==> src/rtl/voice_mix_scale_clamp_assert.svh <==
// Assertion macros used by the voice mixer back end
`ifndef VOICE_MIX_SCALE_CLAMP_ASSERT_SVH
`define VOICE_MIX_SCALE_CLAMP_ASSERT_SVH

// same-cycle implication, checked on clk outside reset
`define VMSC_ASSERT_SAME(lbl, ante, cons) \
  lbl: assert property (@(posedge clk) disable iff (rst) (ante) |-> (cons)) \
    else $error("voice mixer assertion failed");

// next-cycle implication, checked on clk outside reset
`define VMSC_ASSERT_NEXT(lbl, ante, cons) \
  lbl: assert property (@(posedge clk) disable iff (rst) (ante) |=> (cons)) \
    else $error("voice mixer assertion failed");

`endif

==> src/rtl/vmsc_pkg.sv <==
// Shared constants and types of the voice mixer
package vmsc_pkg;

  localparam int MAX_VOICES  = 8;
  localparam int VOICE_CNT_W = $clog2(MAX_VOICES + 1);

  localparam int SUM_W       = 20;
  localparam int MASTER_W    = 9;
  localparam int QUEUE_DEPTH = 2;
  localparam int QUEUE_PTR_W = $clog2(QUEUE_DEPTH);
  localparam int QUEUE_CNT_W = $clog2(QUEUE_DEPTH + 1);

  localparam int CFG_IDX_W   = 2;
  localparam int CFG_DATA_W  = 9;

  localparam logic [CFG_IDX_W-1:0] REG_MASTER_VOLUME = 2'd0;
  localparam logic [CFG_IDX_W-1:0] REG_WIDE_OUTPUT   = 2'd1;
  localparam logic [CFG_IDX_W-1:0] REG_MONO_OUTPUT   = 2'd2;

  localparam logic [MASTER_W-1:0] MASTER_RESET = 9'd256;

  // one classified voice, volumes already stripped of their low three bits
  typedef struct packed {
    logic signed [7:0] sample;
    logic [4:0]        left_vol;
    logic [4:0]        right_vol;
    logic              add;
    logic              last;
  } entry_t;

  typedef struct packed {
    logic [MASTER_W-1:0] master_volume;
    logic                wide_output;
    logic                mono_output;
  } cfg_t;

endpackage

==> src/rtl/voice_mix_scale_clamp.sv <==
// Top level of the saturating voice mixer with master scaling
//
// Voices enter on in_valid/in_ready, one per transfer: sample, left_volume,
// right_volume and last_voice. A voice with last_voice set closes the slot;
// the mixed pair then leaves on out_valid/out_ready as left_out/right_out.
// Voices without last_voice produce no transfer on the output channel.
// Voices are accepted one per cycle while the queue is not full; a voice
// that closes a slot takes the mixing unit through its accumulate, master
// multiply and format states, set by the sequencer of the back end, before
// the mix reaches the output register and out_valid.
// A two-entry queue separates input acceptance from mixing, so voices keep
// flowing while a finished mix waits in the output register. If the
// receiver stalls, the mix holds, the queue fills and in_ready drops.
// Configuration: cfg_we writes cfg_data into register cfg_index (0 master
// volume, 1 wide output, 2 mono output) at once; write only while idle.
// Reset (rst, synchronous): running sums and voice count cleared, queue and
// output emptied, master volume 256, byte stereo output.
module voice_mix_scale_clamp (
  input  logic                                clk,
  input  logic                                rst,
  input  logic                                cfg_we,
  input  logic [vmsc_pkg::CFG_IDX_W-1:0]      cfg_index,
  input  logic [vmsc_pkg::CFG_DATA_W-1:0]     cfg_data,
  input  logic                                in_valid,
  output logic                                in_ready,
  input  logic signed [7:0]                   sample,
  input  logic [7:0]                          left_volume,
  input  logic [7:0]                          right_volume,
  input  logic                                last_voice,
  output logic                                out_valid,
  input  logic                                out_ready,
  output logic signed [15:0]                  left_out,
  output logic signed [15:0]                  right_out
);

  vmsc_pkg::cfg_t   cfg;
  vmsc_pkg::entry_t push_data;
  vmsc_pkg::entry_t pop_data;
  logic             push;
  logic             pop;
  logic             full;
  logic             empty;

  always_ff @(posedge clk) begin
    if (rst) begin
      cfg.master_volume <= vmsc_pkg::MASTER_RESET;
      cfg.wide_output   <= 1'b0;
      cfg.mono_output   <= 1'b0;
    end else if (cfg_we) begin
      case (cfg_index)
        vmsc_pkg::REG_MASTER_VOLUME: cfg.master_volume <= cfg_data[vmsc_pkg::MASTER_W-1:0];
        vmsc_pkg::REG_WIDE_OUTPUT:   cfg.wide_output   <= cfg_data[0];
        vmsc_pkg::REG_MONO_OUTPUT:   cfg.mono_output   <= cfg_data[0];
        default: ;
      endcase
    end
  end

  vmsc_front u_front (
    .clk          (clk),
    .rst          (rst),
    .in_valid     (in_valid),
    .in_ready     (in_ready),
    .sample       (sample),
    .left_volume  (left_volume),
    .right_volume (right_volume),
    .last_voice   (last_voice),
    .q_full       (full),
    .q_push       (push),
    .q_data       (push_data)
  );

  vmsc_queue u_queue (
    .clk       (clk),
    .rst       (rst),
    .push      (push),
    .push_data (push_data),
    .full      (full),
    .pop       (pop),
    .pop_data  (pop_data),
    .empty     (empty)
  );

  vmsc_back u_back (
    .clk       (clk),
    .rst       (rst),
    .q_empty   (empty),
    .q_data    (pop_data),
    .q_pop     (pop),
    .cfg       (cfg),
    .out_valid (out_valid),
    .out_ready (out_ready),
    .left_out  (left_out),
    .right_out (right_out)
  );

endmodule

==> src/rtl/vmsc_front.sv <==
// Front end: accepts voices, tracks voice slots, classifies each voice
module vmsc_front (
  input  logic                  clk,
  input  logic                  rst,
  input  logic                  in_valid,
  output logic                  in_ready,
  input  logic signed [7:0]     sample,
  input  logic [7:0]            left_volume,
  input  logic [7:0]            right_volume,
  input  logic                  last_voice,
  input  logic                  q_full,
  output logic                  q_push,
  output vmsc_pkg::entry_t      q_data
);

  logic [vmsc_pkg::VOICE_CNT_W-1:0] voices_used;
  logic [vmsc_pkg::VOICE_CNT_W-1:0] voices_used_next;
  logic                             take;

  assign in_ready = !q_full;
  assign q_push   = in_valid && in_ready;

  assign take = ((left_volume != 8'd0) || (right_volume != 8'd0)) &&
                (voices_used < vmsc_pkg::VOICE_CNT_W'(vmsc_pkg::MAX_VOICES));

  always_comb begin
    q_data.sample    = sample;
    q_data.left_vol  = left_volume[7:3];
    q_data.right_vol = right_volume[7:3];
    q_data.add       = take;
    q_data.last      = last_voice;
  end

  always_comb begin
    voices_used_next = voices_used;
    if (q_push) begin
      if (last_voice) begin
        voices_used_next = '0;
      end else if (take) begin
        voices_used_next = voices_used + vmsc_pkg::VOICE_CNT_W'(1);
      end
    end
  end

  always_ff @(posedge clk) begin
    if (rst) begin
      voices_used <= '0;
    end else begin
      voices_used <= voices_used_next;
    end
  end

endmodule

==> src/rtl/vmsc_queue.sv <==
// Short queue between the front end and the mixing back end
module vmsc_queue (
  input  logic             clk,
  input  logic             rst,
  input  logic             push,
  input  vmsc_pkg::entry_t push_data,
  output logic             full,
  input  logic             pop,
  output vmsc_pkg::entry_t pop_data,
  output logic             empty
);

  vmsc_pkg::entry_t                 mem [vmsc_pkg::QUEUE_DEPTH];
  logic [vmsc_pkg::QUEUE_PTR_W-1:0] wr_ptr;
  logic [vmsc_pkg::QUEUE_PTR_W-1:0] rd_ptr;
  logic [vmsc_pkg::QUEUE_CNT_W-1:0] count;

  assign full     = (count == vmsc_pkg::QUEUE_CNT_W'(vmsc_pkg::QUEUE_DEPTH));
  assign empty    = (count == '0);
  assign pop_data = mem[rd_ptr];

  always_ff @(posedge clk) begin
    if (push) begin
      mem[wr_ptr] <= push_data;
    end
  end

  always_ff @(posedge clk) begin
    if (rst) begin
      wr_ptr <= '0;
      rd_ptr <= '0;
      count  <= '0;
    end else begin
      if (push) begin
        wr_ptr <= wr_ptr + vmsc_pkg::QUEUE_PTR_W'(1);
      end
      if (pop) begin
        rd_ptr <= rd_ptr + vmsc_pkg::QUEUE_PTR_W'(1);
      end
      case ({push, pop})
        2'b10:   count <= count + vmsc_pkg::QUEUE_CNT_W'(1);
        2'b01:   count <= count - vmsc_pkg::QUEUE_CNT_W'(1);
        default: count <= count;
      endcase
    end
  end

endmodule

==> src/rtl/vmsc_back.sv <==
// Back end: multiply-accumulate, master scaling, clamping and output register
`include "voice_mix_scale_clamp_assert.svh"

module vmsc_back (
  input  logic                clk,
  input  logic                rst,
  input  logic                q_empty,
  input  vmsc_pkg::entry_t    q_data,
  output logic                q_pop,
  input  vmsc_pkg::cfg_t      cfg,
  output logic                out_valid,
  input  logic                out_ready,
  output logic signed [15:0]  left_out,
  output logic signed [15:0]  right_out
);

  typedef enum logic [1:0] {S_ACC, S_MUL, S_OUT} state_t;

  state_t                           state;
  logic signed [vmsc_pkg::SUM_W-1:0] left_sum;
  logic signed [vmsc_pkg::SUM_W-1:0] right_sum;
  logic signed [29:0]               left_prod;
  logic signed [29:0]               right_prod;

  logic signed [13:0]               left_mac;
  logic signed [13:0]               right_mac;
  logic signed [vmsc_pkg::SUM_W-1:0] left_sum_next;
  logic signed [vmsc_pkg::SUM_W-1:0] right_sum_next;
  logic signed [15:0]               left_fmt;
  logic signed [15:0]               right_fmt;
  logic                             load_out;

  function automatic logic signed [vmsc_pkg::SUM_W-1:0] sat_add(
    input logic signed [vmsc_pkg::SUM_W-1:0] acc,
    input logic signed [13:0]                mac,
    input logic                              en
  );
    logic signed [vmsc_pkg::SUM_W:0] s;
    s = {acc[vmsc_pkg::SUM_W-1], acc} +
        (en ? {{(vmsc_pkg::SUM_W - 16){mac[13]}}, mac, 3'b000} : '0);
    if (s[vmsc_pkg::SUM_W] != s[vmsc_pkg::SUM_W-1]) begin
      return s[vmsc_pkg::SUM_W] ? {1'b1, {(vmsc_pkg::SUM_W - 1){1'b0}}}
                                : {1'b0, {(vmsc_pkg::SUM_W - 1){1'b1}}};
    end
    return s[vmsc_pkg::SUM_W-1:0];
  endfunction

  // floor shift by 8, clamp to 16 bits, then pick wide or offset-byte format
  function automatic logic signed [15:0] finish(
    input logic signed [29:0] p,
    input logic               wide
  );
    logic signed [21:0] v;
    logic signed [15:0] c;
    v = p[29:8];
    if (v[21:15] != {7{v[21]}}) begin
      c = v[21] ? 16'sh8000 : 16'sh7fff;
    end else begin
      c = v[15:0];
    end
    return wide ? c : {8'h00, ~c[15], c[14:8]};
  endfunction

  assign left_mac  = q_data.sample * $signed({1'b0, q_data.left_vol});
  assign right_mac = q_data.sample * $signed({1'b0, q_data.right_vol});

  assign left_sum_next  = sat_add(left_sum, left_mac, q_data.add);
  assign right_sum_next = sat_add(right_sum, right_mac, q_data.add);

  assign q_pop    = (state == S_ACC) && !q_empty;
  assign load_out = (state == S_OUT) && (!out_valid || out_ready);

  assign left_fmt  = finish(left_prod, cfg.wide_output);
  assign right_fmt = cfg.mono_output ? 16'sd0 : finish(right_prod, cfg.wide_output);

  always_ff @(posedge clk) begin
    if (rst) begin
      state     <= S_ACC;
      left_sum  <= '0;
      right_sum <= '0;
      out_valid <= 1'b0;
    end else begin
      if (load_out) begin
        out_valid <= 1'b1;
      end else if (out_ready) begin
        out_valid <= 1'b0;
      end
      case (state)
        S_ACC: begin
          if (q_pop) begin
            left_sum  <= left_sum_next;
            right_sum <= right_sum_next;
            if (q_data.last) begin
              state <= S_MUL;
            end
          end
        end
        S_MUL: begin
          left_prod  <= left_sum * $signed({1'b0, cfg.master_volume});
          right_prod <= right_sum * $signed({1'b0, cfg.master_volume});
          left_sum   <= '0;
          right_sum  <= '0;
          state      <= S_OUT;
        end
        S_OUT: begin
          if (load_out) begin
            left_out  <= left_fmt;
            right_out <= right_fmt;
            state     <= S_ACC;
          end
        end
        default: state <= S_ACC;
      endcase
    end
  end

  `VMSC_ASSERT_SAME(a_pop_only_acc, q_pop, state == S_ACC)
  `VMSC_ASSERT_NEXT(a_mul_clears, state == S_MUL,
                    left_sum == '0 && right_sum == '0 && state == S_OUT)
  `VMSC_ASSERT_NEXT(a_last_goes_mul, q_pop && q_data.last, state == S_MUL)
  `VMSC_ASSERT_NEXT(a_load_sets_valid, load_out, out_valid && state == S_ACC)

endmodule

==> config.mk <==
export PLATFORM = sky130hd
export DESIGN_NAME = voice_mix_scale_clamp
export DESIGN_NICKNAME = d
export VERILOG_FILES = /design/src/rtl/vmsc_pkg.sv /design/src/rtl/voice_mix_scale_clamp.sv /design/src/rtl/vmsc_front.sv /design/src/rtl/vmsc_queue.sv /design/src/rtl/vmsc_back.sv
export VERILOG_INCLUDE_DIRS = /design/src /design/src/rtl
export SDC_FILE = /design/constraint.sdc
export NUM_CORES = 1
export LEC_CHECK = 0
export BUFFER_PORTS_ARGS = -buffer_cell sky130_fd_sc_hd__buf_2
export CORE_MARGIN = 2
export CORE_UTILIZATION = 34
export DETAILED_ROUTE_END_ITERATION = 16
export PLACE_DENSITY = 0.52
export SLEW_MARGIN = 20
export SYNTH_ARGS = -nofsm -noshare
export SYNTH_HDL_FRONTEND = slang
export SYNTH_HIERARCHICAL = 1
export SYNTH_SLANG_ARGS = --single-unit
==> constraint.sdc <==
create_clock -name clk -period 13.3 [get_ports clk]
set_input_delay 1.33 -clock clk [delete_from_list [all_inputs] [get_ports clk]]
set_output_delay 1.33 -clock clk [all_outputs]
set_load 0.02 [all_outputs]
==> key figures, run 1 <==
STA
  – Setup TNS: 0 ns
  – Slew Viols, Final: 0
  – Final Hold Fails: 0
  – Post-layout min period: 7.97 ns
  – Clk_skew: 0.0200 ns
  – Final setup violation count: 0
  – Max_slew headroom: 0.329
  – Period utilization: 0.599
  – Worst-Margin Slew: about 1 ns
  – Fmax: 125 MHz
  – RSZ-0062 raised after global routing: no
  – Setup WS post-layout: between 5 and 6 ns

Critical path
  – CP max stage delay: around 0.9 ns
  – R2R cell count: 28
  – Worst path depth: 28
  – Delay-heaviest family, CP: adder cells
  – R2R setup slack: roughly 5.3 ns
  – Worst EP required: 13.71 ns
  – FF-to-FF End: u_back/left_sum[4]
  – Worst setup SP type: flip-flop
  – Last element of the critical path: u_back/left_sum[4]
  – Critical-path top delay cell: dfxtp_1
  – CP Capture Type: flip-flop
  – CP arrival: 8.38 ns
  – CP max FO: 20
  – Critical path class: reg -> reg
  – Worst path bufs/invs: 3

Detailed routing
  – DRT iter0 DRCs: 610
  – Drt total wl: between 50 and 60 mm
  – DR pass1 iterations: 4
  – DRC viols: 0
  – Antenna Nets Post-Route: 0
  – WL per Instance: 15.1 um
  – Vias per std cell: 4.72
  – Via Count: 16,000

Status
  – Status: complete, no violations

Global routing
  – GRT Residual Overflow: 0
  – Largest net degree at the start of global routing: 54
  – Initial antenna violation count: 0
  – First-pass GRT wire length: 87.4 mm
  – Vias in the first global route: 17,100
  – Total GRT Usage: 0.151

CTS
  – Clock buffer depth: 2
  – Clk slew on worst S/H paths: 0.07 ns
  – Quantity of hold-fixing buffers added after cts: 0
  – H-tree depth: 4
  – CTS tree: done
  – Num CTS Buffers: 17
  – Clock sink total: 175
  – Clk_lat worst skew: between 0.4 and 0.5 ns
  – Clk root buf: clkbuf_16
  – Cts repair resizes: 0
  – Post-CTS Setup Inserts: 0

Synth
  – Syn_area_per_cell: 9.69 um2
  – Main synth FF type: edfxtp_1
  – Largest family of logic cells by synthesized area: adder cells
  – Synth Area in Simple Gates: 0.159
  – Yosys reg bits: 175
  – Adder-cell area share of the yosys netlist: 0.404
  – Post-synthesis cell area: between 20,000 and 25,000 um2
  – Mapped Nets: 3,057
  – Multiplexer share of the synthesized area: 0.0208
  – Synth Warn #: 6
  – Cell count after synthesis: 2,454
  – XOR/XNOR share of the synthesized area: 0.0409
  – Post-synthesis sequential area ratio: 0.196
  – Fraction of the mapped netlist area in compound gates: 0.0902
  – Number of synthesized flops with an enable pin: between 100 and 150
  – Synth async-reset ratio: 0
  – Post-synthesis cell type count: 78

Die
  – Core ar.: 68,900 um2
  – I/O Pins: 75
  – Die height: 268 um
  – Starting Density: 0.345
  – Die area: ~72,000 um2
  – Die Wd: about 270 um
  – # rows: 96

Cells and area
  – Post-route cell area: 25,500 um2
  – Layout cells sized above 1: 0.0765
  – Commonest non-fill, non-tap cell in the layout: inv_1
  – Net count, final: ~3,000
  – Layout area overhead: 7.16%
  – Layout fillers: between 6,000 and 7,000
  – Commonest non-fill, non-tap cells in the layout: inv_1 (421), fa_1 (342), and2_1 (311), ha_1 (220), nand2_1 (211)

Placement
  – DP HPWL: 40.5 mm
  – Post-DP Area: 24,900 um2
  – Placer Congestion: 0.799
  – Buffers on Ports: between 70 and 80
  – Post-Place Worst Slack: 5.32 ns

Run
  – Max-cap viol count: 0

Worst hold path
  – Min-delay worst type: reg -> reg
-- stage by stage --
step / util / instances / hold slack [ns]
3_5_place_dp: 0.361 / 3355 / 0.504
6_report: 0.370 / 3388 / 0.510
3_3_place_gp: 0.361 / 3355 / 0.474
2_1_floorplan: - / 2454 / 0.444
5_1_grt: 0.370 / 3387 / 0.542
4_1_cts: 0.370 / 3387 / 0.512
-- metal layers --
layer	wire length, um	up-vias	global-route usage
met3	1610	42	0.0184
met4	724	0	0.0365
met2	24200	221	0.254
li1	-	7763	-
met1	24600	7970	0.207
met5	0	-	0
-- worst min-delay path, cell delays in order, from the launching register on --
cell and delay [ns]:
dfxtp_1 0.33, nand2_1 0.06, a31oi_1 0.07
-- worst min-delay path by stage --
| stage | start | to | slack, ns | cells after the start |
|---|---|---|---|---|
| 2_1_floorplan | u_front/voices_used[2] | u_front/voices_used[2] | 0.44 | 2 |
| 3_3_place_gp | u_front/voices_used[2] | u_front/voices_used[2] | 0.47 | 2 |
| 5_1_grt | u_queue/count[1] | u_queue/count[1] | 0.54 | 2 |
| 4_1_cts | u_front/voices_used[2] | u_front/voices_used[2] | 0.51 | 2 |
| 6_report | u_front/voices_used[2] | u_front/voices_used[2] | 0.51 | 2 |
| 3_5_place_dp | u_front/voices_used[2] | u_front/voices_used[2] | 0.50 | 2 |
-- sequential cells by signal, summed over array words and instances, names as in the netlist, named ones only --
name and flops:
cfg 11, u_back/left_out 16, u_back/left_prod 22, u_back/left_sum 18
u_back/out_valid 1, u_back/right_out 16, u_back/right_prod 22, u_back/right_sum 18
u_back/state 2, u_front/voices_used 4, u_queue/count 2, u_queue/mem 40
u_queue/rd_ptr 1, u_queue/wr_ptr 1
-- kinds of logic (layout without fill, tap and decap cells) --
kind of cell	after synthesis	in the layout
XOR/XNOR	111	111
adder cells (fa/ha/maj)	562	562
flip-flops	175	175
other	0	1
AND/OR/NAND/NOR	708	708
multiplexers	47	47
buffers and inverters	538	540
AO/OA/AOI/OAI	313	313
-- cell type report --
type / instances / area [um2] / area share
clock inverters: 14 / 165 / 0.00648
well taps: 931 / 1160 / 0.0457
diodes: 1 / 2.50 / 0.0000982
repair buffers: 87 / 468 / 0.0184
inverters: 421 / 1580 / 0.0620
multi-input cells: 1741 / 17000 / 0.667
clock buffers: 18 / 429 / 0.0168
flip-flops and latches: 175 / 4670 / 0.183
-- cells in the mapped netlist (all sizes together), types with 11 or more instances --
cell	instances	area share
edfxtp	116	0.15
a21oi	104	0.023
fa	342	0.29
o21a	16	0.0051
nor2	71	0.011
a211oi	12	0.0042
nand2	211	0.033
ha	220	0.12
a21o	35	0.011
inv	421	0.066
nand3	14	0.0032
mux2i	27	0.011
nor3	19	0.0042
buf	43	0.012
a22o	11	0.0041
clkbuf	74	0.012
a31oi	21	0.0062
o21ai	50	0.011
o21bai	13	0.0041
xor2	40	0.015
dfxtp	59	0.050
and2	311	0.082
nand2b	26	0.0069
mux2	20	0.0095
xnor2	71	0.026
Power of run 1 is left out: the tool's default activity adds up to more than one toggle a clock period on the data nets, which glitch-free logic cannot reach.
==> inputs of run 2 (changes only) <==
--- a/config.mk
+++ b/config.mk
@@ -6,6 +6,7 @@
 export SDC_FILE = /design/constraint.sdc
 export NUM_CORES = 1
 export LEC_CHECK = 0
+export ABC_AREA = 1
 export BUFFER_PORTS_ARGS = -buffer_cell sky130_fd_sc_hd__buf_2
 export CORE_MARGIN = 2
 export CORE_UTILIZATION = 34
==> constraint.sdc (replaced) <==
create_clock -name clk -period 7.7 [get_ports clk]
set_input_delay 0.77 -clock clk [delete_from_list [all_inputs] [get_ports clk]]
set_output_delay 0.77 -clock clk [all_outputs]
set_load 0.02 [all_outputs]
==> key figures, run 2 <==
CTS
  – CTS tree: done
  – Post-CTS Setup Inserts: 0 (unchanged)
  – Clk slew on worst S/H paths: 0.08 ns (about the same)
  – Quantity of hold-fixing buffers added after cts: 0 (unchanged)
  – Clk_lat worst skew: 0.48 ns (about the same)
  – Clk root buf: clkbuf_16
  – H-tree depth: 4 (unchanged)
  – Cts repair resizes: 0 (unchanged)
  – Clock sink total: 175 (unchanged)
  – Clock buffer depth: 2 (unchanged)
  – Num CTS Buffers: 17 (unchanged)

Synth
  – Top post-synthesis cells by area: fa_1 (26%), edfxtp_1 (13%), nand2_1 (12%), inv_1 (12%), ha_1 (10%)
  – Post-synth top cells: nand2_1 (869), inv_1 (850), fa_1 (342), ha_1 (220), nor2_1 (176)
  – Yosys reg bits: 175 (unchanged)
  – Post-synthesis sequential area ratio: 0.178 (-0.0184)
  – Synth area leader: fa_1
  – Main synth FF type: edfxtp_1
  – Syn_area_per_cell: 7.72 um2 (-20%)
  – Post-synthesis cell type count: 52 (-33%)
  – Post-synthesis cell area: 26,200 um2 (+10%)
  – Mapped Nets: 4,001 (+31%)
  – Synth Warn #: 6 (unchanged)
  – Number of synthesized flops with an enable pin: 116 (unchanged)
  – Count leader, synth: nand2_1
  – Synth async-reset ratio: 0 (unchanged)
  – Cell count after synthesis: 3,398 (+38%)
  – Share of Yosys cell area claimed by the top area cell type: 0.261 (-0.0270)

Critical path
  – CP max FO: 20 (unchanged)
  – Worst EP required: 8.12 ns (-5.59 ns)
  – Critical path class: reg -> reg
  – Cell mode on critical path: nand2_1
  – Worst setup SP type: flip-flop
  – Critical-path top delay cell: fa_1
  – CP arrival: 7.06 ns (-1.32 ns)
  – CP max stage delay: 0.55 ns (-0.33 ns)
  – CP Capture Type: flip-flop

Run
  – Max-cap viol count: 0 (unchanged)

Die
  – Die area: 79,400 um2 (+10%)
  – Starting Density: 0.344 (-0.000518)
  – # rows: 101 (+5.2%)
  – Die height: 282 um (+5.0%)
  – Core ar.: 76,200 um2 (+11%)
  – Die Wd: 282 um (+5.0%)
  – I/O Pins: 75 (unchanged)

Global routing
  – Vias in the first global route: 20,800 (+22%)
  – Total GRT Usage: 0.161 (+0.00980)
  – Initial antenna violation count: 0 (unchanged)
  – GRT Residual Overflow: 0 (unchanged)
  – First-pass GRT wire length: 103 mm (+18%)
  – Largest net degree at the start of global routing: 45 (-17%)

Detailed routing
  – DR pass1 iterations: 7 (+3)
  – DRC viols: 0 (unchanged)
  – Antenna Nets Post-Route: 0 (unchanged)
  – DRT iter0 DRCs: 1,024 (+68%)
  – Via Count: 19,900 (+24%)
  – Vias per std cell: 4.50 (-4.6%)
  – WL per Instance: 13.5 um (-11%)
  – Drt total wl: 59.5 mm (+16%)

STA
  – Clk_skew: 0.0117 ns (-0.00834 ns)
  – Slew Viols, Final: 0 (unchanged)
  – RSZ-0062 raised after global routing: no
  – Final Hold Fails: 0 (unchanged)
  – Final setup violation count: 0 (unchanged)
  – Period utilization: 0.863 (+0.264)
  – Fmax: 150 MHz (+20%)
  – Post-layout min period: 6.65 ns (-1.32 ns)
  – Setup TNS: 0 ns (unchanged)
  – Max_slew headroom: 0.344 (+0.0158)
  – Setup WS post-layout: 1.05 ns (-4.28 ns)
  – Worst-Margin Slew: 0.982 ns (-0.0184 ns)

Cells and area
  – Layout area overhead: 6.38%
  – Top flop regs: u_queue/mem x40, u_back/left_prod x22, u_back/right_prod x22
  – Net count, final: 3,968 (+30%)
  – Fin util: 0.366 (-0.00325)
  – Largest reg by FF count: u_queue/mem
  – Max reg flops: 40 (unchanged)
  – Antenna fix cells: 0 (-1)
  – Commonest non-fill, non-tap cells in the layout: nand2_1 (869), inv_1 (850), fa_1 (342), ha_1 (220), nor2_1 (175)
  – Layout cells sized above 1: 0.0746 (-0.00195)
  – Commonest non-fill, non-tap cell in the layout: nand2_1

Placement
  – Placer Congestion: 0.856 (+7.1%)
  – Buffers on Ports: 74 (unchanged)
  – Post-Place Worst Slack: 1.06 ns (-4.26 ns)
  – DP HPWL: 48.8 mm (+20%)

Status
  – Status: complete, no violations

Worst hold path
  – Min-delay worst type: reg -> reg
-- run 2: changes by cell type after synthesis, moves of 45 or more --
cell,change
nand2_1,+658
inv_1,+429
and2_1,-310
nor2_1,+106
nand3_1,+98
a21oi_1,+50
xnor2_1,-45
-- run 2: cell type report --
type | instances | area, um2
clock buffers | 18 | 450
inverters | 860 | 3230
clock inverters | 14 | 141
well taps | 1030 | 1290
multi-input cells | 2221 | 17700
flip-flops and latches | 175 | 4660
fillers | 8003 | 48300
repair buffers | 90 | 490
-- run 2: worst paths after layout --
| path | start | endpoint | slack, ns | depth (start not counted) |
|---|---|---|---|---|
| worst max-delay path | flip-flop | u_back/right_sum[6] | 1.05 | 30 |
| worst min-delay path | u_front/voices_used[3] | u_front/voices_used[3] | 0.47 | 2 |
| worst min register to register | u_front/voices_used[3] | u_front/voices_used[3] | 0.47 | 2 |
| worst max register to register | flip-flop | u_back/right_sum[6] | 1.05 | 30 |
-- run 2: routing by layer --
metal / share of wire / GRT usage / vias to the layer above
met5: 0 / 0 / -
met4: 0.018 / 0.0404 / 0
met3: 0.020 / 0.0172 / 57
met2: 0.50 / 0.295 / 204
met1: 0.46 / 0.200 / 9513
li1: - / - / 10100
-- run 2: stage by stage --
step	instance area, um2	cells	hold WS, ns
after global routing	27900	4408	0.456
after CTS	27900	4408	0.446
final	27900	4408	0.467
after detailed placement	27300	4376	0.459
after global placement	27300	4376	0.453
after floorplan	26200	3398	0.427
-- run 2: critical path: cells and delay by family, from the launching register on --
family,cells,cell delay [ns]
mux,1,0.40
fa+ha+maj,6,2.73
compound gates,6,0.88
buf+inv,5,0.77
simple gates,12,1.49
flops,1,0.31
-- run 2: logic make-up after synthesis --
kind of cell	count (synthesis)	synth area share
muxes	20	0.0114
buffers and inverters	1002	0.151
adders and majority gates	562	0.366
xor gates and xnor gates	75	0.0250
DFF	175	0.178
AOI/OAI and AO/OA	296	0.0660
and+or+nand+nor	1268	0.203
Power of run 2 is left out for the same reason.
